--- config.mk ---
export PLATFORM = sky130hd
export DESIGN_NAME = prefix_expression_evaluator
export DESIGN_NICKNAME = d
export VERILOG_FILES = /design/src/sv/pexpr_pkg.sv /design/src/sv/prefix_expression_evaluator.sv
export VERILOG_INCLUDE_DIRS = /design/src /design/src/sv
export SDC_FILE = /design/constraint.sdc
export NUM_CORES = 2
export LEC_CHECK = 0
export ABC_AREA = 1
export BUFFER_PORTS_ARGS = -buffer_cell sky130_fd_sc_hd__clkbuf_2
export CAP_MARGIN = 30
export CORE_ASPECT_RATIO = 1.5
export CORE_MARGIN = 3
export CORE_UTILIZATION = 50
export CTS_BUF_LIST = sky130_fd_sc_hd__clkbuf_8
export CTS_CLUSTER_DIAMETER = 200
export DETAILED_ROUTE_END_ITERATION = 7
export GPL_TIMING_DRIVEN = 0
export PLACE_DENSITY_LB_ADDON = 0.12
export SKIP_LAST_GASP = 1
export SYNTH_ARGS = -nofsm -noshare
export SYNTH_HDL_FRONTEND = slang
export SYNTH_SLANG_ARGS = --single-unit
--- constraint.sdc ---
create_clock -name clk -period 9.8 [get_ports clk]
set_input_delay 0.98 -clock clk [delete_from_list [all_inputs] [get_ports clk]]
set_output_delay 0.98 -clock clk [all_outputs]
set_load 0.1 [all_outputs]
--- src/sv/prefix_expression_evaluator_assert.svh ---
`ifndef PREFIX_EXPRESSION_EVALUATOR_ASSERT_SVH
`define PREFIX_EXPRESSION_EVALUATOR_ASSERT_SVH

// same-cycle implication, sampled on clk, off during reset
`define PEXPR_ASSERT_IMP(label, ante, cons) \
  label: assert property (@(posedge clk) disable iff (!rst_n) (ante) |-> (cons)) \
    else $error("prefix expression evaluator check failed");

// next-cycle implication, sampled on clk, off during reset
`define PEXPR_ASSERT_NXT(label, ante, cons) \
  label: assert property (@(posedge clk) disable iff (!rst_n) (ante) |=> (cons)) \
    else $error("prefix expression evaluator check failed");

`endif

--- src/sv/pexpr_pkg.sv ---
package pexpr_pkg;

  localparam int unsigned DATA_W = 32;
  localparam int unsigned STEP_W = 5;
  localparam logic [STEP_W-1:0] DIV_LAST_STEP = 5'd31;

  localparam logic [7:0] CH_ZERO  = 8'h30;
  localparam logic [7:0] CH_NINE  = 8'h39;
  localparam logic [7:0] CH_PLUS  = 8'h2B;
  localparam logic [7:0] CH_MINUS = 8'h2D;
  localparam logic [7:0] CH_STAR  = 8'h2A;
  localparam logic [7:0] CH_SLASH = 8'h2F;

  localparam int unsigned MARK_FULL  = 0;
  localparam int unsigned MARK_EMPTY = 1;
  localparam int unsigned MARK_DIV0  = 2;
  localparam int unsigned MARK_W     = 3;

  typedef struct packed {
    logic [7:0] char_code;
    logic       final_char;
  } in_t;

  typedef struct packed {
    logic signed [DATA_W-1:0] result_value;
    logic                     stack_full_seen;
    logic                     stack_empty_seen;
    logic                     divide_by_zero_seen;
    logic                     stopped_on_unknown;
  } out_t;

  typedef enum logic [9:0] {
    ST_IDLE    = 10'b00_0000_0001,
    ST_RD_L    = 10'b00_0000_0010,
    ST_RD_R    = 10'b00_0000_0100,
    ST_POP     = 10'b00_0000_1000,
    ST_ALU     = 10'b00_0001_0000,
    ST_DIV     = 10'b00_0010_0000,
    ST_DIV_FIX = 10'b00_0100_0000,
    ST_PUSH    = 10'b00_1000_0000,
    ST_RD_TOP  = 10'b01_0000_0000,
    ST_OUT     = 10'b10_0000_0000
  } state_t;

endpackage

--- src/sv/prefix_expression_evaluator.sv ---
// Prefix expression evaluator. Characters arrive rightmost first, one request
// each; final_char marks the leftmost one. Digits push onto a STACK_DEPTH-entry
// operand memory, + - * / pop two operands (top is the left one) and push the
// wrapped 32-bit result, any other character pops two operands, stops the
// expression and reports the new top. One result request follows the final (or
// stopping) character. A digit is handled in its accept cycle; + - * go through
// the read, pop, ALU and push states, and / through a radix-2 restoring divider,
// one quotient bit per cycle, or straight to the push on a zero divisor; the
// final or stopping character then waits for the top-of-stack memory read, and
// longer while an earlier result has not been taken. in_ready is low while a
// character is in work. The result sits in an output register, so the next
// character is taken while a result waits to be taken.
`include "prefix_expression_evaluator_assert.svh"

module prefix_expression_evaluator #(
  parameter int unsigned STACK_DEPTH = 16
) (
  input  logic             clk,
  input  logic             rst_n,
  input  logic             in_valid,
  output logic             in_ready,
  input  pexpr_pkg::in_t   in_data,
  output logic             out_valid,
  input  logic             out_ready,
  output pexpr_pkg::out_t  out_data
);

  localparam int unsigned AW = $clog2(STACK_DEPTH);
  localparam int unsigned CW = $clog2(STACK_DEPTH + 1);
  localparam int unsigned DW = pexpr_pkg::DATA_W;
  localparam int unsigned SW = pexpr_pkg::STEP_W;
  localparam int unsigned MW = pexpr_pkg::MARK_W;

  pexpr_pkg::state_t state_r, state_nxt;
  logic [CW-1:0]     count_r, count_nxt;
  logic [MW-1:0]     marks_r, marks_nxt;
  logic              skip_r, skip_nxt;
  logic              out_valid_r, out_valid_nxt;
  pexpr_pkg::out_t   out_r, out_nxt;

  logic [7:0]        char_r, char_nxt;
  logic              last_r, last_nxt;
  logic              unk_r, unk_nxt;
  logic [DW-1:0]     left_r, left_nxt;
  logic [DW-1:0]     right_r, right_nxt;
  logic [DW-1:0]     res_r, res_nxt;
  logic [DW-1:0]     quo_r, quo_nxt;
  logic [DW-1:0]     rem_r, rem_nxt;
  logic [DW-1:0]     dvs_r, dvs_nxt;
  logic              neg_r, neg_nxt;
  logic [SW-1:0]     step_r, step_nxt;

  logic [DW-1:0]     mem [STACK_DEPTH];
  logic [DW-1:0]     rdata_r;
  logic              we;
  logic [AW-1:0]     waddr;
  logic [DW-1:0]     wdata;
  logic [AW-1:0]     raddr;
  logic [CW-1:0]     cnt_m1;
  logic [CW-1:0]     cnt_m2;

  logic              is_digit;
  logic              has_two;
  logic              is_full;
  logic [7:0]        digit_val;
  logic [DW-1:0]     right_val;
  logic [DW:0]       rem_sh;
  logic [DW+1:0]     diff;

  assign cnt_m1    = count_r - CW'(1);
  assign cnt_m2    = count_r - CW'(2);
  assign raddr     = (state_r == pexpr_pkg::ST_RD_R) ? cnt_m2[AW-1:0] : cnt_m1[AW-1:0];
  assign has_two   = (count_r >= CW'(2));
  assign is_full   = (count_r == CW'(STACK_DEPTH));
  assign is_digit  = (in_data.char_code >= pexpr_pkg::CH_ZERO) &&
                     (in_data.char_code <= pexpr_pkg::CH_NINE);
  assign digit_val = in_data.char_code - pexpr_pkg::CH_ZERO;
  assign right_val = has_two ? rdata_r : '0;
  assign rem_sh    = {rem_r, quo_r[DW-1]};
  assign diff      = {1'b0, rem_sh} - {2'b00, dvs_r};

  assign in_ready  = (state_r == pexpr_pkg::ST_IDLE);
  assign out_valid = out_valid_r;
  assign out_data  = out_r;

  always_comb begin
    state_nxt     = state_r;
    count_nxt     = count_r;
    marks_nxt     = marks_r;
    skip_nxt      = skip_r;
    out_valid_nxt = out_valid_r & ~out_ready;
    out_nxt       = out_r;
    char_nxt      = char_r;
    last_nxt      = last_r;
    unk_nxt       = unk_r;
    left_nxt      = left_r;
    right_nxt     = right_r;
    res_nxt       = res_r;
    quo_nxt       = quo_r;
    rem_nxt       = rem_r;
    dvs_nxt       = dvs_r;
    neg_nxt       = neg_r;
    step_nxt      = step_r;
    we            = 1'b0;
    waddr         = count_r[AW-1:0];
    wdata         = res_r;
    case (state_r)
      pexpr_pkg::ST_IDLE: begin
        if (in_valid) begin
          char_nxt = in_data.char_code;
          last_nxt = in_data.final_char;
          unk_nxt  = 1'b0;
          if (skip_r) begin
            if (in_data.final_char) begin
              count_nxt = '0;
              marks_nxt = '0;
              skip_nxt  = 1'b0;
            end
          end else if (is_digit) begin
            if (is_full) begin
              marks_nxt[pexpr_pkg::MARK_FULL] = 1'b1;
            end else begin
              we        = 1'b1;
              wdata     = {{(DW-8){1'b0}}, digit_val};
              count_nxt = count_r + CW'(1);
            end
            if (in_data.final_char) begin
              state_nxt = pexpr_pkg::ST_RD_TOP;
            end
          end else begin
            state_nxt = pexpr_pkg::ST_RD_L;
          end
        end
      end
      pexpr_pkg::ST_RD_L: begin
        state_nxt = pexpr_pkg::ST_RD_R;
      end
      pexpr_pkg::ST_RD_R: begin
        left_nxt  = (count_r != '0) ? rdata_r : '0;
        state_nxt = pexpr_pkg::ST_POP;
      end
      pexpr_pkg::ST_POP: begin
        right_nxt = right_val;
        if (!has_two) begin
          marks_nxt[pexpr_pkg::MARK_EMPTY] = 1'b1;
        end
        count_nxt = has_two ? cnt_m2 : '0;
        case (char_r)
          pexpr_pkg::CH_PLUS, pexpr_pkg::CH_MINUS, pexpr_pkg::CH_STAR: begin
            state_nxt = pexpr_pkg::ST_ALU;
          end
          pexpr_pkg::CH_SLASH: begin
            if (right_val == '0) begin
              marks_nxt[pexpr_pkg::MARK_DIV0] = 1'b1;
              res_nxt   = '0;
              state_nxt = pexpr_pkg::ST_PUSH;
            end else begin
              quo_nxt   = left_r[DW-1] ? -left_r : left_r;
              dvs_nxt   = right_val[DW-1] ? -right_val : right_val;
              rem_nxt   = '0;
              neg_nxt   = left_r[DW-1] ^ right_val[DW-1];
              step_nxt  = '0;
              state_nxt = pexpr_pkg::ST_DIV;
            end
          end
          default: begin
            unk_nxt   = 1'b1;
            state_nxt = pexpr_pkg::ST_RD_TOP;
          end
        endcase
      end
      pexpr_pkg::ST_ALU: begin
        case (char_r)
          pexpr_pkg::CH_PLUS:  res_nxt = left_r + right_r;
          pexpr_pkg::CH_MINUS: res_nxt = left_r - right_r;
          default:             res_nxt = left_r * right_r;
        endcase
        state_nxt = pexpr_pkg::ST_PUSH;
      end
      pexpr_pkg::ST_DIV: begin
        if (!diff[DW+1]) begin
          rem_nxt = diff[DW-1:0];
          quo_nxt = {quo_r[DW-2:0], 1'b1};
        end else begin
          rem_nxt = rem_sh[DW-1:0];
          quo_nxt = {quo_r[DW-2:0], 1'b0};
        end
        step_nxt = step_r + SW'(1);
        if (step_r == pexpr_pkg::DIV_LAST_STEP) begin
          state_nxt = pexpr_pkg::ST_DIV_FIX;
        end
      end
      pexpr_pkg::ST_DIV_FIX: begin
        res_nxt   = neg_r ? -quo_r : quo_r;
        state_nxt = pexpr_pkg::ST_PUSH;
      end
      pexpr_pkg::ST_PUSH: begin
        we        = 1'b1;
        wdata     = res_r;
        count_nxt = count_r + CW'(1);
        state_nxt = last_r ? pexpr_pkg::ST_RD_TOP : pexpr_pkg::ST_IDLE;
      end
      pexpr_pkg::ST_RD_TOP: begin
        state_nxt = pexpr_pkg::ST_OUT;
      end
      pexpr_pkg::ST_OUT: begin
        if (!out_valid_r || out_ready) begin
          out_valid_nxt               = 1'b1;
          out_nxt.result_value        = (count_r == '0) ? '0 : rdata_r;
          out_nxt.stack_full_seen     = marks_r[pexpr_pkg::MARK_FULL];
          out_nxt.stack_empty_seen    = marks_r[pexpr_pkg::MARK_EMPTY] | (count_r == '0);
          out_nxt.divide_by_zero_seen = marks_r[pexpr_pkg::MARK_DIV0];
          out_nxt.stopped_on_unknown  = unk_r;
          if (last_r) begin
            count_nxt = '0;
            marks_nxt = '0;
            skip_nxt  = 1'b0;
          end else begin
            skip_nxt = 1'b1;
          end
          state_nxt = pexpr_pkg::ST_IDLE;
        end
      end
      default: begin
        state_nxt = pexpr_pkg::ST_IDLE;
      end
    endcase
  end

  always_ff @(posedge clk) begin
    if (!rst_n) begin
      state_r     <= pexpr_pkg::ST_IDLE;
      count_r     <= '0;
      marks_r     <= '0;
      skip_r      <= 1'b0;
      out_valid_r <= 1'b0;
    end else begin
      state_r     <= state_nxt;
      count_r     <= count_nxt;
      marks_r     <= marks_nxt;
      skip_r      <= skip_nxt;
      out_valid_r <= out_valid_nxt;
    end
  end

  always_ff @(posedge clk) begin
    out_r   <= out_nxt;
    char_r  <= char_nxt;
    last_r  <= last_nxt;
    unk_r   <= unk_nxt;
    left_r  <= left_nxt;
    right_r <= right_nxt;
    res_r   <= res_nxt;
    quo_r   <= quo_nxt;
    rem_r   <= rem_nxt;
    dvs_r   <= dvs_nxt;
    neg_r   <= neg_nxt;
    step_r  <= step_nxt;
  end

  always_ff @(posedge clk) begin
    if (we) begin
      mem[waddr] <= wdata;
    end
    rdata_r <= mem[raddr];
  end

  `PEXPR_ASSERT_IMP(a_out_load_from_seq, $rose(out_valid_r),
                    $past(state_r == pexpr_pkg::ST_OUT))
  `PEXPR_ASSERT_NXT(a_div_ends,
                    (state_r == pexpr_pkg::ST_DIV) && (step_r == pexpr_pkg::DIV_LAST_STEP),
                    state_r == pexpr_pkg::ST_DIV_FIX)
  `PEXPR_ASSERT_NXT(a_skip_clears,
                    in_valid && in_ready && skip_r && in_data.final_char,
                    (count_r == '0) && (marks_r == '0) && !skip_r)
  `PEXPR_ASSERT_IMP(a_push_has_room, state_r == pexpr_pkg::ST_PUSH,
                    count_r < CW'(STACK_DEPTH))

endmodule

==> out/qor.yml <==
synthFlopType: "edfxtp_1"
drt-total-wl_mm: 217
syn_area_um2: 55700
power_mw: 14.1
crit_slowest_cell: "clkbuf_1"
period_needed_ps: 9360
core_area_um2: 110000
path_max_fanout: 10
powerDensity_nw_per_um2: 230
async_flop_share_pct: 0
grt_pass1_vias: 46400
synth_nets: 6712
synth_edf_count: 756
crit_type: "reg -> reg"
min_period_over_period_pct: 95.5
gr-total-overflow: 0
cts_setup_buffers: 0
p_leak_nw: 27.7
instances_no_fill: 7874
m1WireLength_mm: 66.9
ant_nets: 0
worst_clock_skew_ps: 48.7
gp_congestion: 1.03
syn_to_final_growth_pct: 10.0
yosysUniqueCellTypes: 67
post-place-cells: 7648
worstPathRequired_ps: 10350
fin_tns_setup_ps: 0
final_cell_mix: "1,183 x inv_1, 1,139 x nand2_1, 756 x edfxtp_1"
cts_buffers: 115
grtUsageTotal_pct: 37.6
clk_pin_slew_worst_paths_ps: 70
cts_tree: "yes"
grt_max_degree: 52
min_from: "in_data[4]"
synthCells: 6087
place_area_um2: 59000
wl_met3_mm: 14.1
die-area_um2: 116000
postSynthAreaPerCell_um2: 9.16
peakVddDrop_uv: 204
drt-initial-drc-count: 3866
num-nets-final: 6962
worst_ep_arrival_time_ps: 9910
ys_ff_latch: 808
cts.repair.resized: 0
wl_met2_mm: 109
clock_sinks: 808
crit_path_end_kind: "register"
rsz0062_at_grt: "false"
hold_ws_ps: 421
critPathBufInv: 7
vias_per_cell: 5.75
fin_area_um2: 61300
clk_path_buf_depth: 3
clockRootBuffer: "clkbuf_8"
finalSetupViolations: 0
drive_above_1_share_pct: 7.44
highest_layer: "met5"
yosys_warnings: 0
relSlewSlack_pct: 25.0
dr.pass1.iters: 8
die-height_um: 415
drc: 2
slew_violations: 0
maxCapViolations: 0
grt_pass1_wl_mm: 310
wl_per_cell_um: 27.6
dp_hpwl_mm: 173
rows: 149
final_common_cell: "inv_1"
cp-start-kind: "register"
ys_seq_area_share_pct: 42.6
port_buffers: 50
die_w_um: 279
startpoint: "left_r[13]"
slowest_delay_ps: 690
status: "complete, but fails checks"
hold_class: "in -> reg"
r2r-start: "left_r[13]"
r2r_slack_ps: 440
cts_hold_buffers: 0
cpMostUsedCell: "fa_1"
htree_levels: 3
vias: 45300
ios: 51
clock_latency_ps: 840
tightest_slew_ps: 1120
crit_family: "adder cells"
violations: "DRC"
start_util_pct: 50.5
fmax_mhz: 107
antenna_found_initial: 4
finalHoldViolCount: 0
[final timing paths]
kind              cells after the start          end
setup / recovery                     26    res_r[27]
hold / removal                        1    char_r[3]
setup reg to reg                     26    res_r[27]
hold reg to reg                       0  out_data[0]
[cell usage after synthesis, types with 24 or more instances]
library cell / instances / area [um2]
inv_1: 1157 / 4340
nand2_1: 1140 / 4280
edfxtp_1: 756 / 22700
a21oi_1: 455 / 2280
o21ai_0: 449 / 2250
fa_1: 410 / 8210
nor2_1: 354 / 1330
ha_1: 202 / 2530
clkbuf_1: 193 / 724
nand3_1: 165 / 826
nor3_1: 88 / 440
xor2_1: 71 / 622
buf_2: 61 / 305
o211ai_1: 56 / 420
dfxtp_1: 52 / 1040
o221ai_1: 46 / 403
xnor2_1: 46 / 403
buf_1: 40 / 150
o21ai_1: 40 / 200
nand4_1: 26 / 163
a31oi_1: 24 / 150
[logic make-up after synthesis]
family	Yosys count	share of synthesized area [%]
flops	808	42.6
buf+inv	1488	10.3
simple gates	1881	14.2
xor+xnor	117	1.84
fa+ha+maj	612	19.3
mux	3	0.0539
compound gates	1178	11.8
[power by group]
| group | switching (mW) | internal [mW] |
|---|---|---|
| logic | 5.29 | 1.92 |
| registers | 0.220 | 4.07 |
| clock network | 1.37 | 1.26 |
[per-stage QoR]
stage / setup WS, ps / utilization [%]
floorplan: 3030 / -
global placement: 256 / 52.4
detailed placement: 517 / 53.5
CTS: 452 / 55.5
global route: 334 / 55.6
finish: 440 / 55.6
[per-layer routing]
layer / vias up / track usage [%]
li1: 20300 / -
met1: 21700 / 36.0
met2: 2263 / 66.2
met3: 1021 / 6.64
met4: 2 / 37.7
met5: - / 0
[state kept, by name, summed over array words and instances, names as in the netlist]
signal and flops:
unk_r 1, rem_r 32, marks_r 3, skip_r 1
quo_r 32, right_r 32, out_data 36, rdata_r 32
state_r 10, step_r 5, neg_r 1, count_r 5
last_r 1, out_valid 1, dvs_r 32, left_r 32
mem 512, res_r 32, char_r 8
[layout make-up]
cell class / instances / area, um2
Fill cell: 10200 / 49000
Tap cell: 1434 / 1790
Clock buffer: 122 / 1680
Timing Repair Buffer: 133 / 1430
Clock inverter: 92 / 532
Inverter: 1180 / 4430
Antenna cell: 6 / 15.0
Buffer: 308 / 1300
Multi-Input combinational cell: 3791 / 26400
Sequential cell: 808 / 23700
Note: power is estimated with default switching activity, not from simulation.
